<file path="config.mk">
export PLATFORM = sky130hd
export DESIGN_NAME = melody_tone_sequencer_core
export DESIGN_NICKNAME = d
export VERILOG_FILES = /design/src/sv/mtseq_pkg.sv /design/src/sv/melody_tone_sequencer_core.sv /design/src/sv/mtseq_ram.sv /design/src/sv/mtseq_period_rom.sv
export SDC_FILE = /design/constraint.sdc
export NUM_CORES = 1
export LEC_CHECK = 0
export BUFFER_PORTS_ARGS = -buffer_cell sky130_fd_sc_hd__buf_2
export CAP_MARGIN = 20
export CELL_PAD_IN_SITES_DETAIL_PLACEMENT = 1
export CELL_PAD_IN_SITES_GLOBAL_PLACEMENT = 1
export CORE_ASPECT_RATIO = 1.1
export CORE_MARGIN = 3
export CORE_UTILIZATION = 54
export CTS_BUF_LIST = sky130_fd_sc_hd__clkbuf_4 sky130_fd_sc_hd__clkbuf_8
export DETAILED_ROUTE_END_ITERATION = 8
export GPL_ROUTABILITY_DRIVEN = 0
export MAX_ROUTING_LAYER = met4
export PLACE_DENSITY = 0.94
export SETUP_SLACK_MARGIN = 0.2
export SLEW_MARGIN = 20
export SYNTH_ARGS = -nofsm -noshare
export SYNTH_HDL_FRONTEND = slang
export SYNTH_HIERARCHICAL = 1
export SYNTH_SLANG_ARGS = --single-unit
export TNS_END_PERCENT = 20
</file>
<file path="constraint.sdc">
create_clock -name clk -period 5.9 [get_ports clk]
set_input_delay 0.885 -clock clk [delete_from_list [all_inputs] [get_ports clk]]
set_output_delay 0.885 -clock clk [all_outputs]
set_load 0.02 [all_outputs]
</file>
<file path="src/sv/mtseq_pkg.sv">
`timescale 1ns / 1ps
`default_nettype none
// ----------------------------------------------------------------------------
// mtseq_pkg
// Shared types and constants of the melody tone sequencer.
// ----------------------------------------------------------------------------
package mtseq_pkg;

  // Build defaults
  localparam int SONG_SLOTS_DEFAULT = 16;
  localparam int CLOCK_HZ_DEFAULT   = 16000000;

  // Field widths
  localparam int KEY_W    = 7;
  localparam int COLOUR_W = 3;
  localparam int LENGTH_W = 16;
  localparam int GAP_W    = 10;
  localparam int POS_W    = 5;
  localparam int PERIOD_W = 16;
  localparam int CMP_W    = 15;
  localparam int KEYS     = 1 << KEY_W;

  // Configuration port
  localparam int CFG_IDX_W  = 2;
  localparam int CFG_DATA_W = 10;
  localparam logic [CFG_IDX_W-1:0] CFG_GAP_MS      = 2'd0;
  localparam logic [CFG_IDX_W-1:0] CFG_SONG_LENGTH = 2'd1;
  localparam logic [GAP_W-1:0]     GAP_MS_RESET    = 10'd30;

  // Request opcodes
  localparam logic [1:0] OP_TICK   = 2'd0;
  localparam logic [1:0] OP_BUTTON = 2'd1;
  localparam logic [1:0] OP_WRITE  = 2'd2;

  // Play mode
  typedef enum logic [1:0] {
    MODE_IDLE  = 2'd0,
    MODE_PLAY  = 2'd1,
    MODE_PAUSE = 2'd2
  } mode_t;

  // One stored song step
  typedef struct packed {
    logic [KEY_W-1:0]    key;
    logic [COLOUR_W-1:0] colour;
    logic [LENGTH_W-1:0] length;
  } step_t;

  localparam int STEP_W = $bits(step_t);

  // 2^(r/12) scaled by 1e9, rounded
  localparam logic [63:0] SEMITONE_SCALE [12] = '{
    64'd1000000000, 64'd1059463094, 64'd1122462048, 64'd1189207115,
    64'd1259921050, 64'd1334839854, 64'd1414213562, 64'd1498307077,
    64'd1587401052, 64'd1681792831, 64'd1781797436, 64'd1887748625
  };

  localparam logic [63:0] A4_SCALED = 64'd440000000000;

endpackage

`default_nettype wire

</file>
<file path="src/sv/melody_tone_sequencer_core.sv">
`timescale 1ns / 1ps
`default_nettype none
// ----------------------------------------------------------------------------
// melody_tone_sequencer_core
// Event-driven song player: ticks, buttons and step writes drive PWM tone
// and LED settings, one result per request.
// ----------------------------------------------------------------------------
// Every request (1 ms tick, button event or song step write) is taken while
// in_stall is low and its result appears in the output register on the next
// cycle; a new request can be taken every cycle as long as the result side
// keeps up. The song steps live in a synchronous RAM that is read every
// cycle at the next play position, so the step to start is already waiting
// when the next request arrives; a write to that same step in the previous
// or the current cycle is forwarded. The PWM load value comes from a
// constant key table built from CLOCK_HZ. Configuration writes are always
// ready and take effect on the next request.
// ----------------------------------------------------------------------------
module melody_tone_sequencer_core #(
  parameter int SONG_SLOTS = mtseq_pkg::SONG_SLOTS_DEFAULT,
  parameter int CLOCK_HZ   = mtseq_pkg::CLOCK_HZ_DEFAULT
) (
  input  wire logic clk,
  input  wire logic rst,

  // Configuration writes
  input  wire logic                              cfg_valid,
  output logic                                   cfg_ready,
  input  wire logic [mtseq_pkg::CFG_IDX_W-1:0]   cfg_index,
  input  wire logic [mtseq_pkg::CFG_DATA_W-1:0]  cfg_data,

  // Request channel
  input  wire logic                              in_valid,
  output logic                                   in_stall,
  input  wire logic [1:0]                        opcode,
  input  wire logic                              sw1_pressed,
  input  wire logic                              sw2_pressed,
  input  wire logic [3:0]                        slot,
  input  wire logic [mtseq_pkg::KEY_W-1:0]       note_number,
  input  wire logic [mtseq_pkg::COLOUR_W-1:0]    led_bits,
  input  wire logic [mtseq_pkg::LENGTH_W-1:0]    duration_ms,

  // Result channel
  output logic                                   out_valid,
  input  wire logic                              out_stall,
  output logic [1:0]                             play_mode,
  output logic                                   tone_on,
  output logic [mtseq_pkg::PERIOD_W-1:0]         tone_period,
  output logic [mtseq_pkg::CMP_W-1:0]            tone_compare,
  output logic [mtseq_pkg::COLOUR_W-1:0]         led_colour,
  output logic [mtseq_pkg::POS_W-1:0]            position,
  output logic                                   note_sounding
);

  localparam int ADDR_W   = (SONG_SLOTS > 1) ? $clog2(SONG_SLOTS) : 1;
  localparam int SLOT_CAP = (SONG_SLOTS < 31) ? SONG_SLOTS : 31;
  localparam logic [mtseq_pkg::POS_W-1:0] CAP = mtseq_pkg::POS_W'(SLOT_CAP);

  // Configuration registers
  logic [mtseq_pkg::GAP_W-1:0] gap_ms;
  logic [mtseq_pkg::POS_W-1:0] song_length;

  // Player state
  mtseq_pkg::mode_t               mode, mode_next;
  logic [mtseq_pkg::POS_W-1:0]    step_index, step_index_next;
  logic [mtseq_pkg::LENGTH_W-1:0] note_countdown, note_countdown_next;
  logic                           note_live, note_live_next;
  logic [mtseq_pkg::GAP_W-1:0]    gap_countdown, gap_countdown_next;
  logic                           hold_flag, hold_flag_next;
  logic [mtseq_pkg::PERIOD_W-1:0] period_reg, period_reg_next;
  logic                           tone_enable, tone_enable_next;
  logic [mtseq_pkg::COLOUR_W-1:0] led_reg, led_reg_next;

  // Song store access
  logic                  accept;
  logic                  slot_ok;
  logic                  ram_we;
  logic [ADDR_W-1:0]     ram_waddr;
  logic [ADDR_W-1:0]     ram_raddr;
  mtseq_pkg::step_t      ram_wdata;
  mtseq_pkg::step_t      ram_rdata;
  logic                  byp_hit;
  mtseq_pkg::step_t      byp_data;
  mtseq_pkg::step_t      cur_step;
  logic [mtseq_pkg::POS_W-1:0]    limit;
  logic [mtseq_pkg::PERIOD_W-1:0] rom_period;
  logic [mtseq_pkg::LENGTH_W-1:0] gap_wide;

  assign cfg_ready = 1'b1;
  assign in_stall  = out_valid & out_stall;
  assign accept    = in_valid & ~in_stall;

  // Configuration writes
  always_ff @(posedge clk) begin
    if (rst) begin
      gap_ms      <= mtseq_pkg::GAP_MS_RESET;
      song_length <= '0;
    end else if (cfg_valid && cfg_ready) begin
      case (cfg_index)
        mtseq_pkg::CFG_GAP_MS:      gap_ms      <= cfg_data;
        mtseq_pkg::CFG_SONG_LENGTH: song_length <= cfg_data[mtseq_pkg::POS_W-1:0];
        default: ;
      endcase
    end
  end

  // Song step writes
  assign slot_ok   = 32'(slot) < 32'(SONG_SLOTS);
  assign ram_we    = accept && (opcode == mtseq_pkg::OP_WRITE) && slot_ok;
  assign ram_waddr = ADDR_W'(slot);
  assign ram_wdata = '{key: note_number, colour: led_bits, length: duration_ms};
  assign ram_raddr = ADDR_W'(step_index_next);

  mtseq_ram #(
    .WIDTH (mtseq_pkg::STEP_W),
    .DEPTH (SONG_SLOTS)
  ) u_song_ram (
    .clk   (clk),
    .we    (ram_we),
    .waddr (ram_waddr),
    .wdata (ram_wdata),
    .raddr (ram_raddr),
    .rdata (ram_rdata)
  );

  // Catch a write that landed on the address being read
  always_ff @(posedge clk) begin
    if (rst) begin
      byp_hit <= 1'b0;
    end else begin
      byp_hit <= ram_we && (ram_waddr == ram_raddr);
    end
    byp_data <= ram_wdata;
  end

  // Step at the current position, newest write first
  always_comb begin
    if (ram_we && (ram_waddr == ADDR_W'(step_index))) begin
      cur_step = ram_wdata;
    end else if (byp_hit) begin
      cur_step = byp_data;
    end else begin
      cur_step = ram_rdata;
    end
  end

  mtseq_period_rom #(
    .CLOCK_HZ (CLOCK_HZ)
  ) u_period_rom (
    .key    (cur_step.key),
    .period (rom_period)
  );

  assign limit    = (song_length < CAP) ? song_length : CAP;
  assign gap_wide = mtseq_pkg::LENGTH_W'(gap_ms);

  // Event action followed by mode settling
  always_comb begin
    mode_next           = mode;
    step_index_next     = step_index;
    note_countdown_next = note_countdown;
    note_live_next      = note_live;
    gap_countdown_next  = gap_countdown;
    hold_flag_next      = hold_flag;
    period_reg_next     = period_reg;
    tone_enable_next    = tone_enable;
    led_reg_next        = led_reg;

    if (accept) begin
      // tick: note timer, then gap timer
      if ((opcode == mtseq_pkg::OP_TICK) && !hold_flag) begin
        if (note_live) begin
          if (note_countdown != '0) begin
            note_countdown_next = note_countdown - 1'b1;
          end else begin
            tone_enable_next   = 1'b0;
            note_live_next     = 1'b0;
            gap_countdown_next = gap_ms;
          end
        end else if (gap_countdown != '0) begin
          gap_countdown_next = gap_countdown - 1'b1;
        end
      end

      // buttons: play/pause toggle, then stop
      if (opcode == mtseq_pkg::OP_BUTTON) begin
        if (sw1_pressed) begin
          mode_next = (mode == mtseq_pkg::MODE_PLAY) ? mtseq_pkg::MODE_PAUSE
                                                     : mtseq_pkg::MODE_PLAY;
        end
        if (sw2_pressed) begin
          mode_next = mtseq_pkg::MODE_IDLE;
        end
      end

      // settle
      case (mode_next)
        mtseq_pkg::MODE_IDLE: begin
          tone_enable_next = 1'b0;
          led_reg_next     = '0;
          step_index_next  = '0;
        end
        mtseq_pkg::MODE_PLAY: begin
          if (hold_flag_next) begin
            hold_flag_next   = 1'b0;
            tone_enable_next = 1'b1;
          end
          if (!note_live_next && (gap_countdown_next == '0)) begin
            if (step_index >= limit) begin
              mode_next        = mtseq_pkg::MODE_IDLE;
              tone_enable_next = 1'b0;
              led_reg_next     = '0;
              step_index_next  = '0;
            end else begin
              period_reg_next     = rom_period;
              led_reg_next        = cur_step.colour;
              tone_enable_next    = 1'b1;
              note_countdown_next = (cur_step.length > gap_wide) ?
                                    cur_step.length - gap_wide : cur_step.length;
              note_live_next      = 1'b1;
              step_index_next     = step_index + 1'b1;
            end
          end
        end
        default: begin
          tone_enable_next = 1'b0;
          hold_flag_next   = 1'b1;
        end
      endcase
    end
  end

  // Player state registers
  always_ff @(posedge clk) begin
    if (rst) begin
      mode           <= mtseq_pkg::MODE_IDLE;
      step_index     <= '0;
      note_countdown <= '0;
      note_live      <= 1'b0;
      gap_countdown  <= '0;
      hold_flag      <= 1'b0;
      period_reg     <= '0;
      tone_enable    <= 1'b0;
      led_reg        <= '0;
    end else begin
      mode           <= mode_next;
      step_index     <= step_index_next;
      note_countdown <= note_countdown_next;
      note_live      <= note_live_next;
      gap_countdown  <= gap_countdown_next;
      hold_flag      <= hold_flag_next;
      period_reg     <= period_reg_next;
      tone_enable    <= tone_enable_next;
      led_reg        <= led_reg_next;
    end
  end

  // Result register
  always_ff @(posedge clk) begin
    if (rst) begin
      out_valid <= 1'b0;
    end else if (accept) begin
      out_valid <= 1'b1;
    end else if (!out_stall) begin
      out_valid <= 1'b0;
    end
    if (accept) begin
      play_mode     <= mode_next;
      tone_on       <= tone_enable_next;
      tone_period   <= period_reg_next;
      tone_compare  <= period_reg_next[mtseq_pkg::PERIOD_W-1:1];
      led_colour    <= led_reg_next;
      position      <= step_index_next;
      note_sounding <= note_live_next;
    end
  end

endmodule

`default_nettype wire

</file>
<file path="src/sv/mtseq_ram.sv">
`timescale 1ns / 1ps
`default_nettype none
// ----------------------------------------------------------------------------
// mtseq_ram
// Generic single-write, single-read RAM with registered read data.
// ----------------------------------------------------------------------------
module mtseq_ram #(
  parameter int WIDTH = 8,
  parameter int DEPTH = 16,
  localparam int ADDR_W = (DEPTH > 1) ? $clog2(DEPTH) : 1
) (
  input  wire logic              clk,
  input  wire logic              we,
  input  wire logic [ADDR_W-1:0] waddr,
  input  wire logic [WIDTH-1:0]  wdata,
  input  wire logic [ADDR_W-1:0] raddr,
  output logic      [WIDTH-1:0]  rdata
);

  logic [WIDTH-1:0] mem [DEPTH];

  // Read-first port
  always_ff @(posedge clk) begin
    if (we) begin
      mem[waddr] <= wdata;
    end
    rdata <= mem[raddr];
  end

endmodule

`default_nettype wire

</file>
<file path="src/sv/mtseq_period_rom.sv">
`timescale 1ns / 1ps
`default_nettype none
// ----------------------------------------------------------------------------
// mtseq_period_rom
// Key number to PWM load value, built at elaboration:
// floor(CLOCK_HZ * 2^((49-n)/12) / 440) - 1, clamped to 2..65535.
// ----------------------------------------------------------------------------
module mtseq_period_rom #(
  parameter int CLOCK_HZ = mtseq_pkg::CLOCK_HZ_DEFAULT
) (
  input  wire logic [mtseq_pkg::KEY_W-1:0]    key,
  output logic      [mtseq_pkg::PERIOD_W-1:0] period
);

  logic [mtseq_pkg::PERIOD_W-1:0] rom [mtseq_pkg::KEYS];

  // One constant entry per key; octave split so the product stays exact
  for (genvar k = 0; k < mtseq_pkg::KEYS; k++) begin : g_entry
    localparam int          SHIFTED = 133 - k;
    localparam int          OCTAVE  = SHIFTED / 12 - 7;
    localparam int          SEMI    = SHIFTED % 12;
    localparam int          UP      = (OCTAVE >= 0) ? OCTAVE : 0;
    localparam int          DOWN    = (OCTAVE < 0) ? -OCTAVE : 0;
    localparam logic [63:0] NUM     =
      (64'(CLOCK_HZ) * mtseq_pkg::SEMITONE_SCALE[SEMI]) << UP;
    localparam logic [63:0] DEN     = mtseq_pkg::A4_SCALED << DOWN;
    localparam logic [63:0] QUOT    = NUM / DEN;
    localparam logic [63:0] LOAD    = (QUOT < 64'd3) ? 64'd2 :
                                      (QUOT > 64'd65536) ? 64'd65535 :
                                      QUOT - 64'd1;
    assign rom[k] = LOAD[mtseq_pkg::PERIOD_W-1:0];
  end

  assign period = rom[key];

endmodule

`default_nettype wire

</file>
Word-level counts from Yosys, hierarchy flattened
Memories as Yosys holds them, arrays and structs flattened. A register that Yosys moved wholly into a read port is not among the register bits.
Index checks and enable logic that the tools add are counted.
{"block": "classes", "eq_ne": 8, "n_mux": 59, "n_reduce_logical": 16, "bitwise": 5, "order_cmp": 4, "addsub": 4}
{"op": "$mux W16", "n": 13}
{"op": "$mux W26", "n": 2}
{"op": "$mux W10", "n": 5}
{"op": "$mux W1", "n": 20}
{"op": "$mux W5", "n": 4}
{"op": "$mux W2", "n": 9}
{"op": "$gt A16 B10 Y1", "n": 1}
{"op": "$reduce_bool A16 Y1", "n": 1}
{"op": "$sub A16 B1 Y16 const B", "n": 1}
{"op": "$sub A16 B10 Y16", "n": 1}
{"op": "$logic_not A10 Y1", "n": 1}
{"op": "$pmux W5 S2", "n": 1}
{"op": "$reduce_bool A10 Y1", "n": 1}
{"op": "$sub A10 B1 Y10 const B", "n": 1}
{"op": "$mux W3", "n": 3}
{"op": "$eq A2 B1 Y1 const B", "n": 4}
{"op": "$eq A4 B4 Y1", "n": 2}
{"op": "$ge A8 B8 Y1 const B", "n": 1}
{"op": "$not A7 Y8", "n": 1}
{"op": "$logic_not A2 Y1", "n": 3}
{"op": "$pmux W3 S2", "n": 1}
{"op": "$reduce_and A2 Y1", "n": 3}
{"op": "$add A5 B1 Y5 const B", "n": 1}
{"op": "$ge A5 B5 Y1", "n": 1}
{"op": "other kinds (8)", "n": 15}
{"block": "totals", "mem_bits_ro": 2048, "ff_bits": 141, "mem_count": 2, "wordCells": 121, "output_inout_bits": 46, "ramBits": 416, "in_bits": 51}
{"memory": "(name not given)", "depth": 128, "word_bits": 16, "read_ports": 1, "rd_ports_with_merged_regs": 0, "write_ports": 0, "line_no": "mtseq_period_rom.sv:34", "source": "assign period = rom[key];"}
{"memory": "u_song_ram.mem", "depth": 16, "word_bits": 26, "read_ports": 1, "rd_ports_with_merged_regs": 1, "write_ports": 1, "line_no": "mtseq_ram.sv:20", "source": "logic [WIDTH-1:0] mem [DEPTH];"}

Longest topological paths before layout
Gate-level depths: netlist (run 1).
{"block": "depth", "ltp_word": 14, "mapped_depth": 21, "depth_no_buf": 18}

By module
Netlist (run 1), hierarchy kept.
{"mod": "mtseq_ram", "seq_area_each_um2": 13012.5, "area_per_inst_um2": 16377.0, "cells_each": 686, "instances": 1}
{"mod": "melody_tone_sequencer_core", "seq_area_each_um2": 2802.7, "area_per_inst_um2": 6936.7, "cells_each": 801, "instances": 1}
{"mod": "mtseq_period_rom", "seq_area_each_um2": 0.0, "area_per_inst_um2": 1880.6, "cells_each": 260, "instances": 1}

Worst setup path before layout (run 1)
OpenSTA, ideal clock, no wires.
{"block": "synth_path", "path_kind": "in2reg", "from": "in in_valid", "to": "reg note_countdown[1] (netlist name)", "path_stages": 19, "path_slack_ns": 0.709, "arrival_time_ns": 5.096, "required_time_ns": 5.805, "path_buffers": 3, "setup_ns": 0.095, "path_cell_list": "a21bo_2 > clkbuf_1 > nor3b_1 > nand2_1 > clkbuf_1 > o21ai_0 > ha_1 > inv_1 > fa_1 > a21o_1 > a211oi_1 > o21ai_0 > a31oi_1 > a41oi_1 > or2_0 > buf_2 > mux2i_1 > a22o_1 > a221oi_1"}
{"block": "synth_between", "elab_chain_len": 9, "word_cells_on_any_way": 10, "cone_classes": "1 x add/sub; 1 x order compare; 5 x mux; 1 x bitwise; 2 x reduce/logical"}
{"item": "start, declared", "line_no": "melody_tone_sequencer_core.sv:32", "source": "input wire logic in_valid,"}
{"item": "$and A1 B1 Y1 (*)", "line_no": "melody_tone_sequencer_core.sv:90", "source": "assign accept = in_valid & ~in_stall;"}
{"item": "$logic_and A1 B1 Y1 (*)", "line_no": "melody_tone_sequencer_core.sv:108", "source": "assign ram_we = accept && (opcode == mtseq_pkg::OP_WRITE) && slot_ok;"}
{"item": "via ram_we", "line_no": "melody_tone_sequencer_core.sv:76", "source": "logic ram_we;"}
{"item": "$logic_and A1 B1 Y1 (*)", "line_no": "melody_tone_sequencer_core.sv:137", "source": "if (ram_we && (ram_waddr == ADDR_W'(step_index))) begin"}
{"item": "$mux W26 (*)", "line_no": "melody_tone_sequencer_core.sv:137"}
{"item": "$sub A16 B10 Y16 or $gt A16 B10 Y1 (tied branches)", "line_no": "melody_tone_sequencer_core.sv:218, melody_tone_sequencer_core.sv:217"}
{"item": "$mux W16 (*)", "line_no": "melody_tone_sequencer_core.sv:217", "source": "note_countdown_next = (cur_step.length > gap_wide) ?"}
{"item": "$mux W16 (*)", "line_no": "melody_tone_sequencer_core.sv:208", "source": "if (step_index >= limit) begin"}
{"item": "$mux W16 (*)", "line_no": "melody_tone_sequencer_core.sv:207", "source": "if (!note_live_next && (gap_countdown_next == '0)) begin"}
{"item": "$mux W16 (*)", "line_no": "melody_tone_sequencer_core.sv:196", "source": "case (mode_next)"}
{"item": "end signal, assigned", "line_no": "melody_tone_sequencer_core.sv:247", "source": "note_countdown <= note_countdown_next;"}
{"item": "end, declared", "line_no": "melody_tone_sequencer_core.sv:65", "source": "logic [mtseq_pkg::LENGTH_W-1:0] note_countdown, note_countdown_next;"}
Mark *: on every way through the listed nets, which the timed path passes. The rest lies on a longest branch.
A chain may end at the register's enable or synchronous reset.

Worst setup path after layout (run 1)
{"block": "layout_path", "from": "reg step_index[0] (netlist name)", "to": "reg note_countdown[13] (netlist name)"}
{"block": "layout_between", "elab_chain_len": 8, "word_cells_on_any_way": 10, "cone_classes": "1 x add/sub; 2 x order compare; 1 x eq/ne; 5 x mux; 1 x reduce/logical"}
{"item": "start, declared", "line_no": "melody_tone_sequencer_core.sv:64", "source": "logic [mtseq_pkg::POS_W-1:0] step_index, step_index_next;"}
{"item": "start signal, assigned", "line_no": "melody_tone_sequencer_core.sv:246", "source": "step_index <= step_index_next;"}
{"item": "$eq A4 B4 Y1", "line_no": "melody_tone_sequencer_core.sv:137"}
{"item": "$logic_and A1 B1 Y1", "line_no": "melody_tone_sequencer_core.sv:137"}
{"item": "$mux W26", "line_no": "melody_tone_sequencer_core.sv:137"}
{"item": "$sub A16 B10 Y16 or $gt A16 B10 Y1 (tied branches)", "line_no": "melody_tone_sequencer_core.sv:218, melody_tone_sequencer_core.sv:217"}
{"item": "$mux W16", "line_no": "melody_tone_sequencer_core.sv:217"}
{"item": "$mux W16 (*)", "line_no": "melody_tone_sequencer_core.sv:208"}
{"item": "$mux W16 (*)", "line_no": "melody_tone_sequencer_core.sv:207"}
{"item": "$mux W16 (*)", "line_no": "melody_tone_sequencer_core.sv:196"}
Mark *: on every way between the ends. The rest lies on a longest branch, timed or not.

==> impl_metrics.csv, run 1 <==
group,metric,value,unit
grt,use_met1,39.00,%
grt,grtUsageMet3,7.673,%
setup_path,r2r_cells,17,
setup_path,cpPeakStageDelay,0.60,ns
routing,drt_iter0_markers,2270,
layout,final_core_util,61.56,%
placement,dp_slack,0.01583,ns
min_path,hold-path-endpoint,"out_valid",
cts,cts_hold_buf,0,
setup_path,path_class,"reg -> reg",
power,pwr_density_cell,292.3,mW/mm²
sta,max_slew_margin,45.06,%
grt,gr-usage-all-layers,32.85,%
grt,grt_max_degree,61,
layout,area_delta_synth_final,12.05,%
layout,nNetsFinal,1929,
sta,slew_viol_final,0,
layout,fin_area,0.02823,mm²
routing,drc_errors,0,
power,p_int,6.252,mW
layout,largest-register,"u_song_ram/mem",
grt,groute.layer.met2.usage,53.21,%
setup_path,cp-end-kind,"flip-flop",
grt,grt_most_used_layer,"met2",
power,power_switching,2.000,mW
placement,io_buffer_count,95,
logic_synthesis,syn_inst,1747,
placement,place_hpwl,42.37,mm
sta,hold_violations,0,
floorplanning,start_util,54.94,%
setup_path,worst_ep_arrival_time,6.12,ns
sta,fin_skew,0.03196,ns
logic_synthesis,synth_area,0.02519,mm²
cts,cts_made_buffers,86,
setup_path,rr_endpoint,"note_countdown[13]",
cts,post-cts-setup-buffer-count,0,
min_path,hold_depth,2,
power,p_seq_share,53.0,%
floorplanning,io_pins,97,
sta,rsz0062_at_grt,"no",
grt,grt_pass1_vias,17940,
routing,wl_per_cell,32.54,µm
floorplanning,dieArea,0.04929,mm²
cts,clk_latency,0.72,ns
routing,vias,17550,
logic_synthesis,synth_top_area_share,52.92,%
sta,setup_viol,0,
layout,largest_reg_flops,416,
grt,grt_antenna_before_repair,4,
sta,tns,0,ns
cts,cts_root_buf,"clkbuf_8",
grt,grt_pass1_wl,116.5,mm
cts,ctsHtreeMaxLevel,3,
logic_synthesis,ys.flop_type,"edfxtp_1",
power,switching_share,24.23,%
logic_synthesis,yosys_warnings,6,
setup_path,slowest_stage,"dfxtp_1",
routing,drtAntennaViolNets,0,
cts,cts_tree,"done",
routing,first_pass_iters,5,
power,p_clk_share,42.2,%
grt,overflow,0,
sta,hold_ws,0.3962,ns
setup_path,critPathMaxFanout,20,
logic_synthesis,synth_enable_flop_cells,444,
setup_path,crit_buf_inv,1,
sta,period_needed,5.520,ns
cts,clkTransAtPathRegs,0.07,ns
logic_synthesis,syn-num-nets,1825,
cts,clockBufferDepth,3,
setup_path,crit_required,6.50,ns
power,p_comb_share,4.8,%
routing,avgViaCountPerCell,6.977,
power,fin_total_pwr,8.252,mW
setup_path,critical_path.top_delay_family,"compound AO/OA/AOI/OAI gates",
layout,reg.largest.list,"u_song_ram/mem: 416 flops, byp_data: 26 flops, u_song_ram/rdata: 26 flops",
placement,dp.cells,2339,
power,vdd_drop_max,0.1576,mV
setup_path,reg2reg_from,"step_index[0]",
sta,max_freq,0.1812,GHz
floorplanning,coreArea,0.04586,mm²
sta,setup_ws,0.3798,ns
logic_synthesis,yosysMostFrequentCell,"edfxtp_1",
power,p_leak,9.712,nW
cts,cts.sinks,568,
setup_path,worstSetupStartpointType,"flip-flop",
logic_synthesis,synthTopCellsByArea,"edfxtp_1, dfxtp_1, mux4_2",
logic_synthesis,ys_seq_elements,568,
sta,tightest_slew,0.8171,ns
layout,drive_above_1_share,22.42,%
logic_synthesis,avgSynthCellArea,14.42,µm²
min_path,worst_hold_path_type,"in -> reg",
setup_path,path_cells,"xor2_1, nor4_2, nand2_4, o21ai_0, ha_1, inv_1, fa_1, a21o_1, a211oi_1, o21ai_0, a31oi_1, a41oi_1, or2_1, nor4b_1, xor2_1, o22ai_1, a21o_1",
logic_synthesis,synth_area_leader_cell,"edfxtp_1",
floorplanning,die_h,232.5,µm
floorplanning,die_x,211.9,µm
floorplanning,num_rows,82,
min_path,hp-start,"in_valid",
routing,drt-total-wl,81.83,mm
sta,post-route-period-util,93.56,%
placement,place_area,0.02613,mm²
run_status,status,"finished clean",
logic_synthesis,synth_common_cells,"edfxtp_1, nand2_1, dfxtp_1",
setup_path,r2r_slack,0.38,ns
job,maxCapViolCount,0,
logic_synthesis,seq_area_frac_synth,62.77,%
logic_synthesis,synth_cell_types,94,
logic_synthesis,async_flop_share,0,%
layout,fin_cells,2515,
## how the worst max path moves through the flow
stage,startpoint,endpoint,slack (ns),cells past startpoint
floorplan,in_valid,note_countdown[1],0.71,19
finish,step_index[0],note_countdown[13],0.38,17
global route,step_index[0],note_countdown[13],0.24,17
global placement,slot[0],note_countdown[13],0.49,18
detailed placement,slot[0],note_countdown[13],0.02,18
CTS,step_index[0],note_countdown[13],0.33,17
## kinds of logic (layout without fill, tap and decap cells)
| logic type | Yosys count | in the layout | synth area share, % |
|---|---|---|---|
| AOI/OAI and AO/OA | 356 | 356 | 9.649 |
| xor gates and xnor gates | 16 | 16 | 0.5562 |
| adders and majority gates | 27 | 27 | 1.371 |
| buffers and inverters | 160 | 335 | 3.501 |
| DFF | 568 | 568 | 62.77 |
| muxes | 187 | 187 | 13.75 |
| other | 1 | 6 | 0.01488 |
| and+or+nand+nor | 432 | 432 | 8.388 |
## metal layers
layer | share of wire, % | wire (µm) | vias to the layer above
li1 | - | - | 7079
met1 | 36 | 29160 | 8836
met2 | 50 | 40520 | 1310
met3 | 9.5 | 7766 | 322
met4 | 5.4 | 4388 | 0
met5 | 0 | 0 | -
## worst register-to-register path, cell delays in order, from the launching register on
cell and delay (ns):
dfxtp_1 0.60, xor2_1 0.16, nor4_2 0.53, nand2_4 0.27, o21ai_0 0.36, ha_1 0.25, inv_1 0.06, fa_1 0.44
a21o_1 0.21, a211oi_1 0.37, o21ai_0 0.27, a31oi_1 0.37, a41oi_1 0.17, or2_1 0.54, nor4b_1 0.28, xor2_1 0.23
o22ai_1 0.09, a21o_1 0.21
## what timing repair did
item                       4_1_cts  5_1_grt
resized for setup                1        2
cloned                           0        0
setup endpoints to repair        2       13
## power groups by stage
stage | sequential (mW) | clock, mW | combinational, mW
2_1_floorplan | 4.46 | 0 | 0.212
3_3_place_gp | 4.45 | 0 | 0.341
3_5_place_dp | 4.46 | 0 | 0.369
4_1_cts | 4.37 | 3.46 | 0.378
5_1_grt | 4.37 | 3.69 | 0.419
6_report | 4.37 | 3.48 | 0.394
## cell type report
class,count,area [µm²]
fillers,4254,17630
clock inverters,36,237.7
well taps,588,735.7
diodes,5,12.51
multi-input cells,1019,8693
repair buffers,141,1061
flip-flops and latches,568,15820
inverters,35,131.4
clock buffers,123,1543
## placed cells by master (no fill, tap or decap), types with 10 or more instances in the layout
master	count
edfxtp_1	444
nand2_1	142
dfxtp_1	123
clkbuf_8	99
nor2_1	95
buf_2	95
a21oi_1	82
mux4_2	78
a22oi_1	61
mux2i_1	52
o21ai_0	39
mux4_1	36
inv_1	31
buf_4	31
nand3_1	27
ha_1	26
clkbuf_4	24
nor3_1	22
nand2b_1	20
mux2_2	20
o211ai_1	19
nor2b_1	18
clkinv_1	18
and2_1	17
o22ai_1	15
a211oi_1	15
a21o_1	12
o21ai_1	12
clkinv_2	12
nor2_4	12
or3_1	10
a31oi_1	10
xnor2_1	10
No activity file was read; power rests on OpenSTA's default activity.
==> run 2: changes to the inputs <==
- ABC_AREA: not set -> 1
- CORE_UTILIZATION: 54 -> 50
- PLACE_DENSITY: 0.94 -> 0.95
==> run 2 against run 1 <==
  * Count of clock-buffer cells in the layout unchanged
  * First-iteration DRC count increased by 28%
  * Global-route usage increased by 3.4 points
  * Sequential share of layout area decreased by 4.1 points
  * Final cell count increased by 60%
  * Highest routed layer unchanged
  * Combinational power increased by 24%
  * Power increased by 2.4%
  * Critical path depth decreased by 5
  * Synthesized cell count increased by 79%
  * Sequential power about the same
  * Cell area increased by 7.8%
==> impl_metrics.csv, run 2 <==
group,metric,value,unit
setup_path,r2r_cells,12,
cts,clockBufferDepth,3,
layout,area_delta_synth_final,10.92,%
cts,cts.sinks,568,
grt,overflow,0,
sta,post-route-period-util,94.08,%
routing,drtAntennaViolNets,0,
cts,clk_latency,0.76,ns
setup_path,r2r_slack,0.35,ns
run_status,status,"finished clean",
grt,grt_pass1_vias,26310,
cts,cts_made_buffers,91,
cts,clkTransAtPathRegs,0.07,ns
logic_synthesis,ys_seq_elements,568,
setup_path,worst_ep_arrival_time,6.21,ns
cts,post_cts_resized,0,
routing,first_pass_iters,8,
layout,fin_cells,4013,
cts,post-cts-setup-buffer-count,0,
logic_synthesis,synth_area_leader_cell,"edfxtp_1",
floorplanning,start_util,50.81,%
sta,slew_viol_final,0,
layout,drive_above_1_share,12.79,%
routing,drt_iter0_markers,2911,
setup_path,critPathMaxFanout,23,
min_path,worst_hold_path_type,"in -> reg",
logic_synthesis,yosys_warnings,6,
power,pwr_density_cell,277.7,mW/mm²
power,p_leak,13.48,nW
logic_synthesis,synth_top_area_share,48.59,%
setup_path,worstSetupStartpointType,"flip-flop",
layout,reg.largest.list,"u_song_ram/mem: 416 flops, byp_data: 26 flops, u_song_ram/rdata: 26 flops",
power,fin_total_pwr,8.452,mW
placement,dp_slack,0.4487,ns
floorplanning,coreArea,0.05401,mm²
logic_synthesis,syn-num-nets,3201,
logic_synthesis,avgSynthCellArea,8.786,µm²
power,p_clk_share,42.4,%
setup_path,cp-end-kind,"flip-flop",
layout,nNetsFinal,3277,
routing,vias,24720,
logic_synthesis,async_flop_share,0,%
logic_synthesis,synth_cell_types,47,
sta,max_slew_margin,15.85,%
placement,place_hpwl,56.80,mm
grt,gr-usage-all-layers,36.26,%
floorplanning,dieArea,0.05773,mm²
power,p_seq_share,51.8,%
power,p_comb_share,5.8,%
routing,drt-total-wl,105.3,mm
layout,nFillCells,6303,
sta,setup_viol,0,
power,switching_share,25.81,%
logic_synthesis,synth_area,0.02744,mm²
layout,layout_commonest_cell,"nand2_1",
layout,largest_reg_flops,416,
logic_synthesis,seq_area_frac_synth,57.64,%
power,vdd_drop_max,0.1385,mV
sta,period_needed,5.550,ns
sta,fin_skew,0.06231,ns
sta,tns,0,ns
placement,dp.cells,3831,
setup_path,crit_required,6.56,ns
setup_path,rr_endpoint,"note_countdown[0]",
power,p_int,6.270,mW
floorplanning,die_x,229.4,µm
logic_synthesis,synthTopCellsByArea,"edfxtp_1, nand2_1, dfxtp_1",
grt,grt_pass1_wl,155.5,mm
logic_synthesis,yosysMostFrequentCell,"nand2_1",
sta,max_freq,0.1802,GHz
setup_path,path_class,"reg -> reg",
sta,hold_ws,0.4042,ns
floorplanning,num_rows,89,
sta,hold_violations,0,
sta,setup_ws,0.3496,ns
logic_synthesis,synth_common_cells,"nand2_1, inv_1, edfxtp_1",
layout,largest-register,"u_song_ram/mem",
grt,grt_max_degree,211,
cts,cts_hold_buf,0,
cts,cts_tree,"done",
floorplanning,io_pins,97,
sta,tightest_slew,1.249,ns
setup_path,endpoint,"note_countdown[0]",
setup_path,reg2reg_from,"out_valid",
cts,ctsHtreeMaxLevel,3,
sta,rsz0062_at_grt,"no",
routing,avgViaCountPerCell,6.159,
job,maxCapViolCount,0,
routing,wl_per_cell,26.25,µm
power,power_switching,2.182,mW
placement,io_buffer_count,95,
logic_synthesis,syn_inst,3123,
logic_synthesis,synth_enable_flop_cells,444,
floorplanning,die_h,251.7,µm
logic_synthesis,ys.flop_type,"edfxtp_1",
layout,layout_common_cells,"nand2_1, inv_1, edfxtp_1",
routing,drc_errors,0,
cts,cts_root_buf,"clkbuf_8",
setup_path,cp-startpoint,"out_valid",
grt,grt_antenna_before_repair,10,
==> run 2: layout make-up <==
type / instances / area (µm²) / share of cell area (%)
multi-input combinational: 1934 / 9191 / 30.20
inverter: 465 / 1759 / 5.780
tap: 728 / 910.9 / 2.993
sequential: 568 / 15820 / 51.97
antenna: 10 / 25.02 / 0.08222
clock inverter: 46 / 290.3 / 0.9538
clock buffer: 123 / 1536 / 5.048
timing repair buffer: 139 / 905.9 / 2.976
==> run 2: worst min path at each step <==
stage | from | to | slack [ns] | cells after the start
after global routing | cfg_data[1] | gap_ms[1] | 0.42 | 3
final | cfg_data[3] | gap_ms[3] | 0.40 | 3
after global placement | song_length[0] | song_length[0] | 0.45 | 2
after floorplan | song_length[0] | song_length[0] | 0.43 | 2
after detailed placement | song_length[0] | song_length[0] | 0.45 | 2
after CTS | cfg_data[3] | gap_ms[3] | 0.39 | 3
==> run 2: per-layer routing <==
metal | wire, µm | global-route usage [%]
met2 | 49960 | 59.61
met5 | 0 | -
met1 | 36250 | 39.08
met3 | 10470 | 8.164
met4 | 8675 | 25.50
==> run 2: per-stage QoR <==
stage | utilization (%) | cell area [µm²]
floorplan | - | 27440
global placement | 52.77 | 28500
detailed placement | 52.83 | 28530
CTS | 56.21 | 30360
global route | 56.35 | 30430
finish | 56.35 | 30430
==> run 2: worst max-delay path, cell delays in order (launching register included) <==
cell	delay (ns)
dfxtp_1	0.32
nand2_1	0.13
nand2_2	0.09
nor3_2	0.58
nand2_2	0.56
buf_4	0.38
o21ai_0	0.98
nand2_1	0.39
nor2_4	0.30
nand3_2	0.43
o21ai_0	0.88
o211ai_1	0.17
a21oi_1	0.24
==> run 2: logic make-up (layout without fill, tap and decap cells) <==
group / after synthesis / in the layout / share of synthesized area [%]
xor+xnor: 29 / 29 / 0.9257
flops: 568 / 568 / 57.64
simple gates: 1632 / 1632 / 25.66
compound gates: 245 / 245 / 5.025
buf+inv: 621 / 773 / 9.476
fa+ha+maj: 27 / 27 / 1.259
other cells: 1 / 11 / 0.01367
==> run 2: power groups by stage <==
stage,combinational (mW),clock [mW],sequential [mW]
floorplan,0.270,0,4.47
global placement,0.419,0,4.46
detailed placement,0.451,0,4.46
CTS,0.470,3.59,4.38
global route,0.524,3.77,4.38
finish,0.487,3.59,4.38
